## src/rtl/ptt_pkg.sv

```systemverilog
// Shared types, constants and a helper function for the PID controller with twiddle tuning.
package ptt_pkg;

    localparam int ERROR_BITS      = 16;
    localparam int WINDOW_BITS_DEF = 10;
    localparam int WINDOW_REG_W    = 10;
    localparam int WINDOW_RESET    = 100;
    localparam int GAIN_W          = 32;
    localparam int CFG_DATA_W      = 32;
    localparam int CFG_INDEX_W     = 3;
    localparam int NUM_GAINS       = 3;

    // Configuration register indexes
    localparam logic [CFG_INDEX_W-1:0] CFG_KP     = 3'd0;
    localparam logic [CFG_INDEX_W-1:0] CFG_KI     = 3'd1;
    localparam logic [CFG_INDEX_W-1:0] CFG_KD     = 3'd2;
    localparam logic [CFG_INDEX_W-1:0] CFG_TUNE   = 3'd3;
    localparam logic [CFG_INDEX_W-1:0] CFG_WINDOW = 3'd4;

    // ceil(2^34 / 5): exact quotient by 5 for any 32-bit dividend after >> 34
    localparam logic [31:0] RECIP_5 = 32'hCCCC_CCCD;

    typedef logic signed [GAIN_W-1:0] t_gain;

    typedef enum logic [1:0] {
        PH_BASE   = 2'd0,
        PH_ADD    = 2'd1,
        PH_SUB    = 2'd2,
        PH_COMMIT = 2'd3
    } t_phase;

    typedef enum logic [1:0] {
        SC_TENTH         = 2'd0,
        SC_NINE_TENTHS   = 2'd1,
        SC_ELEVEN_TENTHS = 2'd2
    } t_scale_op;

    typedef struct packed {
        logic                         command;
        logic signed [ERROR_BITS-1:0] track_error;
    } t_in_item;

    typedef struct packed {
        logic signed [31:0] drive;
        logic               reset_request;
        logic [1:0]         tuning_phase;
    } t_out_item;

    typedef struct packed {
        logic      valid;
        t_scale_op op;
        t_gain     x;
    } t_scale_req;

    typedef struct packed {
        logic signed [ERROR_BITS-1:0] p_term;
        logic signed [31:0]           i_term;
        logic signed [31:0]           d_term;
        t_gain                        kp;
        t_gain                        ki;
        t_gain                        kd;
        logic                         reset_request;
        t_phase                       phase;
    } t_terms;

    function automatic logic signed [31:0] sat32(input logic signed [65:0] x);
        logic signed [65:0] hi_lim;
        logic signed [65:0] lo_lim;
        hi_lim = 66'sd2147483647;
        lo_lim = -66'sd2147483648;
        if (x > hi_lim) begin
            return 32'sh7FFF_FFFF;
        end else if (x < lo_lim) begin
            return 32'sh8000_0000;
        end else begin
            return x[31:0];
        end
    endfunction

endpackage

```

## src/rtl/ptt_scale.sv

```systemverilog
// Step scaler lane: round(x * k / 10) half away from zero for k of 1, 9 or 11, saturated.
module ptt_scale (
    input  logic                i_clk,
    input  logic                i_rst_n,
    input  ptt_pkg::t_scale_req i_req,
    output logic                o_wr_valid,
    output ptt_pkg::t_gain      o_step
);

    logic        a_neg;
    logic [31:0] a_mag;
    logic [32:0] a_biased;
    logic [31:0] a_half;
    logic [63:0] b_prod;

    logic                 r1_valid;
    logic                 r1_neg;
    ptt_pkg::t_scale_op   r1_op;
    logic [31:0]          r1_mag;
    logic [31:0]          r1_half;

    logic                 r2_valid;
    logic                 r2_neg;
    ptt_pkg::t_scale_op   r2_op;
    logic [31:0]          r2_mag;
    logic [29:0]          r2_q;

    logic [32:0]          c_mag;
    logic signed [65:0]   c_signed;

    // x*11/10 = a + (a+5)/10 and x*9/10 = a - (a+4)/10; /10 taken as (>>1) then /5
    always_comb begin
        a_neg    = i_req.x[31];
        a_mag    = a_neg ? (~i_req.x + 32'd1) : i_req.x;
        a_biased = {1'b0, a_mag} + ((i_req.op == ptt_pkg::SC_NINE_TENTHS) ? 33'd4 : 33'd5);
        a_half   = a_biased[32:1];
    end

    always_ff @(posedge i_clk) begin
        if (!i_rst_n) begin
            r1_valid <= 1'b0;
        end else begin
            r1_valid <= i_req.valid;
        end
        r1_neg  <= a_neg;
        r1_op   <= i_req.op;
        r1_mag  <= a_mag;
        r1_half <= a_half;
    end

    assign b_prod = r1_half * ptt_pkg::RECIP_5;

    always_ff @(posedge i_clk) begin
        if (!i_rst_n) begin
            r2_valid <= 1'b0;
        end else begin
            r2_valid <= r1_valid;
        end
        r2_neg <= r1_neg;
        r2_op  <= r1_op;
        r2_mag <= r1_mag;
        r2_q   <= b_prod[63:34];
    end

    always_comb begin
        unique case (r2_op)
            ptt_pkg::SC_TENTH:         c_mag = {3'b000, r2_q};
            ptt_pkg::SC_ELEVEN_TENTHS: c_mag = {1'b0, r2_mag} + {3'b000, r2_q};
            ptt_pkg::SC_NINE_TENTHS:   c_mag = {1'b0, r2_mag} - {3'b000, r2_q};
            default:                   c_mag = {3'b000, r2_q};
        endcase
        c_signed = r2_neg ? -$signed({33'd0, c_mag}) : $signed({33'd0, c_mag});
    end

    assign o_wr_valid = r2_valid;
    assign o_step     = ptt_pkg::sat32(c_signed);

endmodule

```

## src/rtl/ptt_state.sv

```systemverilog
// Error terms, gain state and twiddle sequencer; registers the terms for the drive datapath.
module ptt_state #(
    parameter int WINDOW_BITS = ptt_pkg::WINDOW_BITS_DEF
) (
    input  logic                   i_clk,
    input  logic                   i_rst_n,
    input  logic                   i_advance,
    input  logic                   i_s1_valid,
    input  ptt_pkg::t_in_item      i_s1_item,
    input  ptt_pkg::t_gain         i_cfg_gain [ptt_pkg::NUM_GAINS],
    input  logic                   i_cfg_enable,
    input  logic [WINDOW_BITS-1:0] i_cfg_window,
    output logic                   o_s2_valid,
    output ptt_pkg::t_terms        o_s2_terms
);

    localparam int EB    = ptt_pkg::ERROR_BITS;
    localparam int CNT_W = WINDOW_BITS + 1;
    localparam int SUM_W = WINDOW_BITS + EB;

    logic signed [EB-1:0]  r_last,     n_last;
    logic signed [31:0]    r_integral, n_integral;
    ptt_pkg::t_gain        r_gain [ptt_pkg::NUM_GAINS];
    ptt_pkg::t_gain        n_gain [ptt_pkg::NUM_GAINS];
    ptt_pkg::t_gain        r_step [ptt_pkg::NUM_GAINS];
    ptt_pkg::t_phase       r_phase,    n_phase;
    logic [CNT_W-1:0]      r_cnt,      n_cnt;
    logic                  r_axis_d,   n_axis_d;
    logic [SUM_W-1:0]      r_wsum,     n_wsum;
    logic [SUM_W-1:0]      r_best,     n_best;
    logic                  r_improved, n_improved;

    logic                  r2_valid;
    ptt_pkg::t_terms       r2_terms,   n_terms;

    ptt_pkg::t_scale_req   n_scale [ptt_pkg::NUM_GAINS];
    logic                  lane_wr [ptt_pkg::NUM_GAINS];
    ptt_pkg::t_gain        lane_step [ptt_pkg::NUM_GAINS];

    logic signed [EB-1:0]  e;
    logic [EB-1:0]         abs_e;
    logic signed [31:0]    d_sat;
    logic signed [31:0]    integ_sat;
    logic [WINDOW_BITS-1:0] win;
    logic [CNT_W-1:0]      win_ext;
    ptt_pkg::t_gain        gain_sel;
    ptt_pkg::t_gain        step_sel;
    ptt_pkg::t_gain        gain_plus;
    ptt_pkg::t_gain        gain_minus;
    logic                  gain_we;
    ptt_pkg::t_gain        gain_wval;
    logic                  req;

    always_comb begin
        e         = i_s1_item.track_error;
        abs_e     = e[EB-1] ? EB'(-e) : EB'(e);
        d_sat     = ptt_pkg::sat32(66'(e) - 66'(r_last));
        integ_sat = ptt_pkg::sat32(66'(r_integral) + 66'(e));
        win       = (i_cfg_window == '0) ? WINDOW_BITS'(1) : i_cfg_window;
        win_ext   = CNT_W'(win);
        gain_sel  = r_axis_d ? r_gain[2] : r_gain[0];
        step_sel  = r_axis_d ? r_step[2] : r_step[0];
        gain_plus = ptt_pkg::sat32(66'(gain_sel) + 66'(step_sel));
        gain_minus = ptt_pkg::sat32(66'(gain_sel) - 66'(step_sel) - 66'(step_sel));
    end

    always_comb begin
        n_last     = r_last;
        n_integral = r_integral;
        n_gain     = r_gain;
        n_phase    = r_phase;
        n_cnt      = r_cnt;
        n_axis_d   = r_axis_d;
        n_wsum     = r_wsum;
        n_best     = r_best;
        n_improved = r_improved;
        gain_we    = 1'b0;
        gain_wval  = gain_plus;
        req        = 1'b0;
        for (int j = 0; j < ptt_pkg::NUM_GAINS; j++) begin
            n_scale[j].valid = 1'b0;
            n_scale[j].op    = ptt_pkg::SC_TENTH;
            n_scale[j].x     = i_cfg_gain[j];
        end

        if (i_advance && i_s1_valid) begin
            if (i_s1_item.command) begin
                // restart: reload gains, recompute steps, clear the error history and the sequencer
                n_last     = '0;
                n_integral = '0;
                n_gain     = i_cfg_gain;
                n_phase    = ptt_pkg::PH_BASE;
                n_cnt      = '0;
                n_axis_d   = 1'b0;
                n_wsum     = '0;
                n_best     = '0;
                n_improved = 1'b0;
                for (int j = 0; j < ptt_pkg::NUM_GAINS; j++) begin
                    n_scale[j].valid = 1'b1;
                end
            end else begin
                n_last     = e;
                n_integral = integ_sat;
                if (i_cfg_enable) begin
                    unique case (r_phase)
                        ptt_pkg::PH_BASE: begin
                            if (r_cnt < CNT_W'(2)) begin
                                n_cnt = r_cnt + CNT_W'(1);
                            end else if (r_cnt < CNT_W'(2) + win_ext) begin
                                n_wsum = r_wsum + SUM_W'(abs_e);
                                n_cnt  = r_cnt + CNT_W'(1);
                            end else begin
                                n_best  = r_wsum;
                                n_phase = ptt_pkg::PH_ADD;
                                n_cnt   = '0;
                                n_wsum  = '0;
                            end
                        end
                        ptt_pkg::PH_ADD, ptt_pkg::PH_SUB: begin
                            if (r_cnt == '0) begin
                                req   = 1'b1;
                                n_cnt = r_cnt + CNT_W'(1);
                            end else if (r_cnt == CNT_W'(1)) begin
                                gain_we   = 1'b1;
                                gain_wval = (r_phase == ptt_pkg::PH_ADD) ? gain_plus
                                                                         : gain_minus;
                                n_cnt     = r_cnt + CNT_W'(1);
                            end else if (r_cnt <= win_ext + CNT_W'(1)) begin
                                n_wsum = r_wsum + SUM_W'(abs_e);
                                n_cnt  = r_cnt + CNT_W'(1);
                            end else begin
                                if (r_wsum < r_best) begin
                                    n_improved = 1'b1;
                                    n_best     = r_wsum;
                                    n_phase    = ptt_pkg::PH_COMMIT;
                                end else begin
                                    n_improved = 1'b0;
                                    n_phase    = (r_phase == ptt_pkg::PH_ADD) ? ptt_pkg::PH_SUB
                                                                              : ptt_pkg::PH_COMMIT;
                                end
                                n_cnt  = '0;
                                n_wsum = '0;
                            end
                        end
                        ptt_pkg::PH_COMMIT: begin
                            if (!r_improved) begin
                                gain_we   = 1'b1;
                                gain_wval = gain_plus;
                            end
                            for (int j = 0; j < ptt_pkg::NUM_GAINS; j++) begin
                                if ((j == 2 && r_axis_d) || (j == 0 && !r_axis_d)) begin
                                    n_scale[j].valid = 1'b1;
                                    n_scale[j].op    = r_improved ? ptt_pkg::SC_ELEVEN_TENTHS
                                                                  : ptt_pkg::SC_NINE_TENTHS;
                                    n_scale[j].x     = step_sel;
                                end
                            end
                            n_improved = 1'b0;
                            n_axis_d   = !r_axis_d;
                            n_phase    = ptt_pkg::PH_ADD;
                        end
                    endcase
                end
                if (gain_we) begin
                    if (r_axis_d) begin
                        n_gain[2] = gain_wval;
                    end else begin
                        n_gain[0] = gain_wval;
                    end
                end
            end
        end

        // restart zeroes all terms so the drive comes out as 0
        n_terms.p_term        = i_s1_item.command ? '0 : e;
        n_terms.i_term        = i_s1_item.command ? '0 : integ_sat;
        n_terms.d_term        = i_s1_item.command ? '0 : d_sat;
        n_terms.kp            = n_gain[0];
        n_terms.ki            = n_gain[1];
        n_terms.kd            = n_gain[2];
        n_terms.reset_request = req;
        n_terms.phase         = n_phase;
    end

    // Step lanes pass each request through their r1 and r2 registers before r_step takes the result
    for (genvar g = 0; g < ptt_pkg::NUM_GAINS; g++) begin : g_lane
        ptt_scale u_scale (
            .i_clk      (i_clk),
            .i_rst_n    (i_rst_n),
            .i_req      (n_scale[g]),
            .o_wr_valid (lane_wr[g]),
            .o_step     (lane_step[g])
        );
    end

    always_ff @(posedge i_clk) begin
        if (!i_rst_n) begin
            r_last     <= '0;
            r_integral <= '0;
            r_phase    <= ptt_pkg::PH_BASE;
            r_cnt      <= '0;
            r_axis_d   <= 1'b0;
            r_wsum     <= '0;
            r_best     <= '0;
            r_improved <= 1'b0;
            r2_valid   <= 1'b0;
            for (int j = 0; j < ptt_pkg::NUM_GAINS; j++) begin
                r_gain[j] <= '0;
                r_step[j] <= '0;
            end
        end else begin
            r_last     <= n_last;
            r_integral <= n_integral;
            r_phase    <= n_phase;
            r_cnt      <= n_cnt;
            r_axis_d   <= n_axis_d;
            r_wsum     <= n_wsum;
            r_best     <= n_best;
            r_improved <= n_improved;
            r_gain     <= n_gain;
            for (int j = 0; j < ptt_pkg::NUM_GAINS; j++) begin
                if (lane_wr[j]) begin
                    r_step[j] <= lane_step[j];
                end
            end
            if (i_advance) begin
                r2_valid <= i_s1_valid;
            end
        end
        if (i_advance) begin
            r2_terms <= n_terms;
        end
    end

    assign o_s2_valid = r2_valid;
    assign o_s2_terms = r2_terms;

endmodule

```

## config.mk

```make
export PLATFORM = sky130hd
export DESIGN_NAME = ptt_state
export DESIGN_NICKNAME = d
export VERILOG_FILES = /design/src/rtl/ptt_pkg.sv /design/src/rtl/ptt_scale.sv /design/src/rtl/ptt_state.sv
export SDC_FILE = /design/constraint.sdc
export NUM_CORES = 2
export LEC_CHECK = 0
export ABC_AREA = 1
export BUFFER_PORTS_ARGS = -buffer_cell sky130_fd_sc_hd__buf_2
export CAP_MARGIN = 10
export CORE_ASPECT_RATIO = 1.2
export CORE_MARGIN = 5
export CORE_UTILIZATION = 47
export CTS_BUF_LIST = sky130_fd_sc_hd__clkbuf_16
export DETAILED_ROUTE_END_ITERATION = 16
export PLACE_DENSITY = 0.66
export SYNTH_ARGS = -nofsm -noshare
export SYNTH_HDL_FRONTEND = slang
export SYNTH_SLANG_ARGS = --single-unit
```

## constraint.sdc

```tcl
create_clock -name i_clk -period 5.7 [get_ports i_clk]
set_input_delay 0.57 -clock i_clk [delete_from_list [all_inputs] [get_ports i_clk]]
set_output_delay 0.57 -clock i_clk [all_outputs]
set_load 0.01 [all_outputs]
```

### Yosys cells after proc, flatten, opt, wreduce, memory -nomap -nowiden

Memory sizes are Yosys's and may differ from the RTL's.
Cells that the tools add are included.

* add/sub/neg operators: 23
* multiply operators: 3
* $lt $le $gt $ge: 18
* equality and inequality tests: 16
* multiplexer cells: 124
* bitwise gates (word level): 9
* reductions and logical operators: 18

Operators by type and width (count)
* 32-bit 2-to-1 mux: 34
* 26-bit 2-to-1 mux: 15
* 35-bit 2-to-1 mux: 7
* 66-bit by 32-bit greater-than comparator with 1-bit output (second input constant): 3
* 66-bit by 32-bit < comparator with 1-bit output (second input constant): 3
* 66-bit 2-to-1 mux: 3
* 32-bit by 32-bit multiplier with 64-bit output (second input constant): 3
* 33-bit negation with 66-bit output: 2
* 33-bit case mux with 2 select lines: 2
* 26-bit case mux with 2 select lines: 2
* 34-bit 2-to-1 mux: 3
* 32-bit by 1-bit adder with 32-bit output (second input constant): 3
* 96-bit 2-to-1 mux: 1
* 32-bit inverter: 3
* 11-bit 2-to-1 mux: 7
* 32-bit by 30-bit adder with 33-bit output: 2
* 32-bit by 33-bit adder with 33-bit output: 2
* 33-bit by 32-bit greater-than comparator with 1-bit output (second input constant): 2
* 33-bit by 32-bit < comparator with 1-bit output (second input constant): 2
* 30-bit negation with 66-bit output: 1
* 32-bit by 30-bit subtractor with 33-bit output: 2
* 34-bit by 32-bit greater-than comparator with 1-bit output (second input constant): 1
* 34-bit by 32-bit < comparator with 1-bit output (second input constant): 1
* 33-bit by 32-bit subtractor with 34-bit output: 1
* other kinds (43): 106

* bits in registers: 725
* memory bits (writable): 96
* bits of input ports: 128
* output and inout port bits: 180
* memories kept: 1

Memories
* r_step: words 3, width 32, rd ports 2, clocked after memory_dff 0, write ports 3, RTL line ptt_state.sv:25 `ptt_pkg::t_gain r_step [ptt_pkg::NUM_GAINS];`

### Longest topological paths before layout

An unclocked memory read counts as a cell.

* depth after elaboration: 16
* depth in mapped cells: 40
* gate-level depth less buffers: 39

### Cells and area by module

From an unflattened synthesis, not the netlist that was laid out.

* cells, all modules: 13804
* area, all modules: 108796.8 um^2

Modules (own cells, without submodules)
* ptt_state: times used 1, cells an instance 3919, area an instance 29575.9 um^2, sequential area each 11090.6 um^2
* ptt_scale at g_lane[2].u_scale: times used 1, cells an instance 3324, area an instance 26476.6 um^2, sequential area each 2682.6 um^2
* ptt_scale at g_lane[0].u_scale: times used 1, cells an instance 3293, area an instance 26409.1 um^2, sequential area each 2682.6 um^2
* ptt_scale at g_lane[1].u_scale: times used 1, cells an instance 3268, area an instance 26335.3 um^2, sequential area each 2682.6 um^2

### Worst setup path before layout

No wires, ideal clock.

* path kind: register to register
* from: register g_lane[0].u_scale.r1_half[9]
* to: register g_lane[0].u_scale.r2_q[27]
* arrival: 6.233 ns
* setup slack: -0.605 ns
* cell stages (with the launch flop): 25
* buffers on the path: 0
* clock period less this slack: 6.305 ns
* cell sequence: dfxtp_1 > ha_1 > inv_1 > fa_1 > inv_1 > fa_1 > inv_1 > fa_1 > fa_1 > inv_1 > fa_1 > fa_1 > fa_1 > ha_1 > nand2_1 > nor2_1 > nand4_1 > o211ai_1 > nand2_1 > a211oi_1 > nor2_1 > o21bai_1 > a21oi_1 > o21ai_0 > xor2_1

* cells in the longest elaborated chain, start to end: 1

RTL lines
* start, declared: RTL line ptt_scale.sv:20 `logic [31:0] r1_half;`
* start signal, assigned: RTL line ptt_scale.sv:48 `r1_half <= a_half;`
* 32-bit by 32-bit multiplier with 64-bit output: RTL line ptt_scale.sv:51 `assign b_prod = r1_half * ptt_pkg::RECIP_5;`
* net g_lane[0].u_scale.b_prod[61]: RTL line ptt_scale.sv:14 `logic [63:0] b_prod;`
* end signal, assigned: RTL line ptt_scale.sv:62 `r2_q <= b_prod[63:34];`
* end, declared: RTL line ptt_scale.sv:26 `logic [29:0] r2_q;`

The timed path passes the listed nets, and every way through them passes these cells.
A chain may end at the register's enable or synchronous reset.

### Worst setup path after layout

* from: register g_lane[2].u_scale.r1_half[13]
* to: register g_lane[2].u_scale.r2_q[29]

* cells in the longest elaborated chain, start to end: 1

RTL lines (RTL line)
* start, declared: ptt_scale.sv:20
* start signal, assigned: ptt_scale.sv:48
* 32-bit by 32-bit multiplier with 64-bit output: ptt_scale.sv:51
* net g_lane[2].u_scale.b_prod[63]: ptt_scale.sv:14
* end signal, assigned: ptt_scale.sv:62
* end, declared: ptt_scale.sv:26

The timed path passes the listed nets, and every way through them passes these cells.

==> metrics.txt <==
met3 usage=4.36%; Synth Register Bits=710; TritonCTS buffer count=78; Rows=165; max_slew headroom=19.1%; WL final=288 mm; die height=461 um; Yosys cell types=72; DR DRC count=0; Clk Latency, worst-skew pair=0.74 ns; vias=72000; CTS sink cnt=710; grt peak-use layer=met2; share of cells above drive strength 1=22.0%; type of origin of the critical path=flop; FF-to-FF setup slack=-0.68 ns; unrepaired setup endpoints after global routing=true; Synth Area per Inst=7.99 um^2; grt total ovfl=0; area grow syn2layout=24.3%; I/O pin count=308; Fin. Hold Viols=0; Worst Tran Pin Value=1.20 ns; post-synthesis sequential area ratio=20.7%; asr flop ratio synth=0%; CP endpoint kind=flop; die width=386 um; Final Skew=0.0520 ns; total track usage=31.8%; Core ar.=169000 um^2; Max-cap violations=0; Layout Nets=13100; critical setup path kind=reg -> reg; Final Cycle Share=112%; worst hold-check path type=in -> reg; Synth warnings=0; DRT Pass-1 Iters=7; WL per Instance=21.2 um; largest net degree at the start of global routing=90; reg-to-reg endpoint=g_lane[2].u_scale.r2_q[29]; setup_tns=-30.25 ns; Reg2Reg Depth=27; Max Fclk=157 MHz; Post-synth EDFFs=228; # setup viols final=60; vias in the first global route=73600; Final Critical Period=6.38 ns; clk buf depth=3; first-pass GRT wire length=431 mm; Post-DP HPWL=243 mm; worst setup path start=g_lane[2].u_scale.r1_half[13]; I/O Buffers=307; setup ws final=-0.682 ns; CTS Hold Bufs=0; DR vias/cell=5.30; met2 Use GR=54.2%; Synth Cell Area=79800 um^2; Final ANT Viol Nets=0; initial antenna violation count=14; Die ar.=178000 um^2; Initial Util=47.3%; Routability Congestion=1.01; CP arrival=7.00 ns; max-slew violation count=0; CTS tree=built; clock slew at reported path FFs=0.07 ns; met1 Track Usage GR=39.1%; status=finished, violations left; WP data required=6.32 ns; failing checks=negative setup slack; Post-Syn Instances=9991; CTS root buffer=clkbuf_16; H-Tree Depth=3; 1st-iter DRT viols=5145; CP Capture Point=g_lane[2].u_scale.r2_q[29]; CP Max Fanout=4; dominant synthesized flop cell=dfxtp_1; r2r startpoint=g_lane[2].u_scale.r1_half[13]
==> what timing repair did <==
item | 4_1_cts | 5_1_grt
endpoints found under the setup margin | 123 | 124
gates resized for setup | 421 | 483
buffers inserted | 83 | 78
gates cloned | 2 | 6
pin swaps | 259 | 260
==> routing by layer <==
| metal | up-vias | part of all wire, % |
|---|---|---|
| met5 | - | 0.017 |
| met4 | 8 | 6.6 |
| met3 | 679 | 6.2 |
| met2 | 2416 | 47 |
| met1 | 34700 | 40 |
| li1 | 34200 | - |
==> layout make-up <==
class / count / area (um^2)
antenna: 6 / 15.0
clock buffer: 78 / 1950
clock inverter: 66 / 746
fill: 15100 / 69500
inverter: 2197 / 8300
multi-input combinational: 6873 / 58400
sequential: 710 / 16700
tap: 2254 / 2820
timing repair buffer: 1395 / 10300
==> synthesized netlist by cell type (all sizes together), types with 93 or more instances <==
library cell | n | area (um^2)
a21oi | 719 | 3620
clkbuf | 135 | 507
dfxtp | 482 | 9650
edfxtp | 228 | 6850
fa | 836 | 16700
ha | 929 | 11600
inv | 2187 | 8210
nand2 | 1758 | 6660
nand3 | 340 | 1720
nand4 | 93 | 622
nor2 | 722 | 2880
nor3 | 107 | 562
o21ai | 431 | 2200
xnor2 | 101 | 892
xor2 | 300 | 2640
==> worst min-delay path by stage <==
stage               slack (ns)                            to                         start  cells past startpoint
finish                    0.09                    r_gain[36]                i_cfg_gain[36]                      3
global route              0.09                    r_gain[38]                i_cfg_gain[38]                      3
CTS                       0.05                    r_gain[36]                i_cfg_gain[36]                      3
detailed placement        0.31  g_lane[0].u_scale.r2_mag[22]  g_lane[0].u_scale.r1_mag[22]                      0
global placement          0.31  g_lane[2].u_scale.r2_mag[20]  g_lane[2].u_scale.r1_mag[20]                      0
floorplan                 0.31   g_lane[0].u_scale.r2_mag[0]   g_lane[0].u_scale.r1_mag[0]                      0
==> layout by cell type (no fill, tap or decap), types with 306 or more instances in the layout <==
cell type / count
o21ai_0: 313
inv_1: 2042
buf_4: 990
ha_1: 800
a21oi_1: 603
nor2_1: 611
nand3_1: 313
dfxtp_1: 426
nand2_1: 1641
buf_2: 306
fa_1: 796
==> flip-flops by register name, indices dropped and copies added, names as in the netlist <==
signal / flops
o_s2_terms: 164
r_gain: 96
g_lane.u_scale.r1_half: 64
g_lane.u_scale.r1_mag: 64
g_lane.u_scale.r2_mag: 64
r_step: 64
g_lane.u_scale.r2_q: 60
r_integral: 32
r_best: 26
r_wsum: 26
r_last: 16
r_cnt: 11
g_lane.u_scale.r1_op: 4
g_lane.u_scale.r2_op: 4
g_lane.u_scale.o_wr_valid: 3
g_lane.u_scale.r1_valid: 3
g_lane.u_scale.r1_neg: 2
g_lane.u_scale.r2_neg: 2
r_phase: 2
o_s2_valid: 1
r_axis_d: 1
r_improved: 1
==> cells by family (layout without fill, tap and decap cells) <==
logic type | Yosys count | count (layout) | share of synthesized area, %
and+or+nand+nor | 3171 | 3171 | 16.9
buffers and inverters | 2409 | 3736 | 11.5
adders and majority gates | 1765 | 1765 | 35.5
AOI/OAI and AO/OA | 1527 | 1527 | 10.8
DFF | 710 | 710 | 20.7
xor gates and xnor gates | 401 | 401 | 4.43
muxes | 7 | 7 | 0.0894
other | 1 | 8 | 0.00470
==> per-stage QoR <==
step | area (um^2) | worst slack [ns] | hold slack, ns | instances | util, %
floorplan | 81000 | -0.204 | 0.310 | 9992 | -
CTS | 96800 | -0.662 | 0.0498 | 13500 | 57.4
global route | 99200 | -0.868 | 0.0914 | 13600 | 58.8
detailed placement | 91800 | -0.801 | 0.312 | 13300 | 54.4
finish | 99200 | -0.682 | 0.0950 | 13600 | 58.8
global placement | 91800 | -0.703 | 0.310 | 13300 | 54.4
==> worst max-delay path, cell delays in order, from the launching register on <==
cell	delay (ns)
dfxtp_4	0.36
buf_6	0.13
ha_4	0.30
inv_2	0.05
fa_1	0.54
inv_2	0.04
fa_1	0.46
fa_2	0.54
inv_2	0.04
fa_2	0.46
fa_1	0.51
inv_2	0.04
fa_2	0.54
fa_2	0.46
ha_4	0.33
nand2_2	0.09
nor2_4	0.10
nand2_2	0.07
o221a_4	0.24
inv_2	0.05
a21oi_2	0.03
buf_6	0.13
inv_4	0.05
a21oi_4	0.07
o21bai_4	0.21
nand3_2	0.09
o21ai_2	0.13
xor2_1	0.18
Power is not shown: default switching activity piles up to over one toggle a cycle in this logic, so the estimate is an artifact.
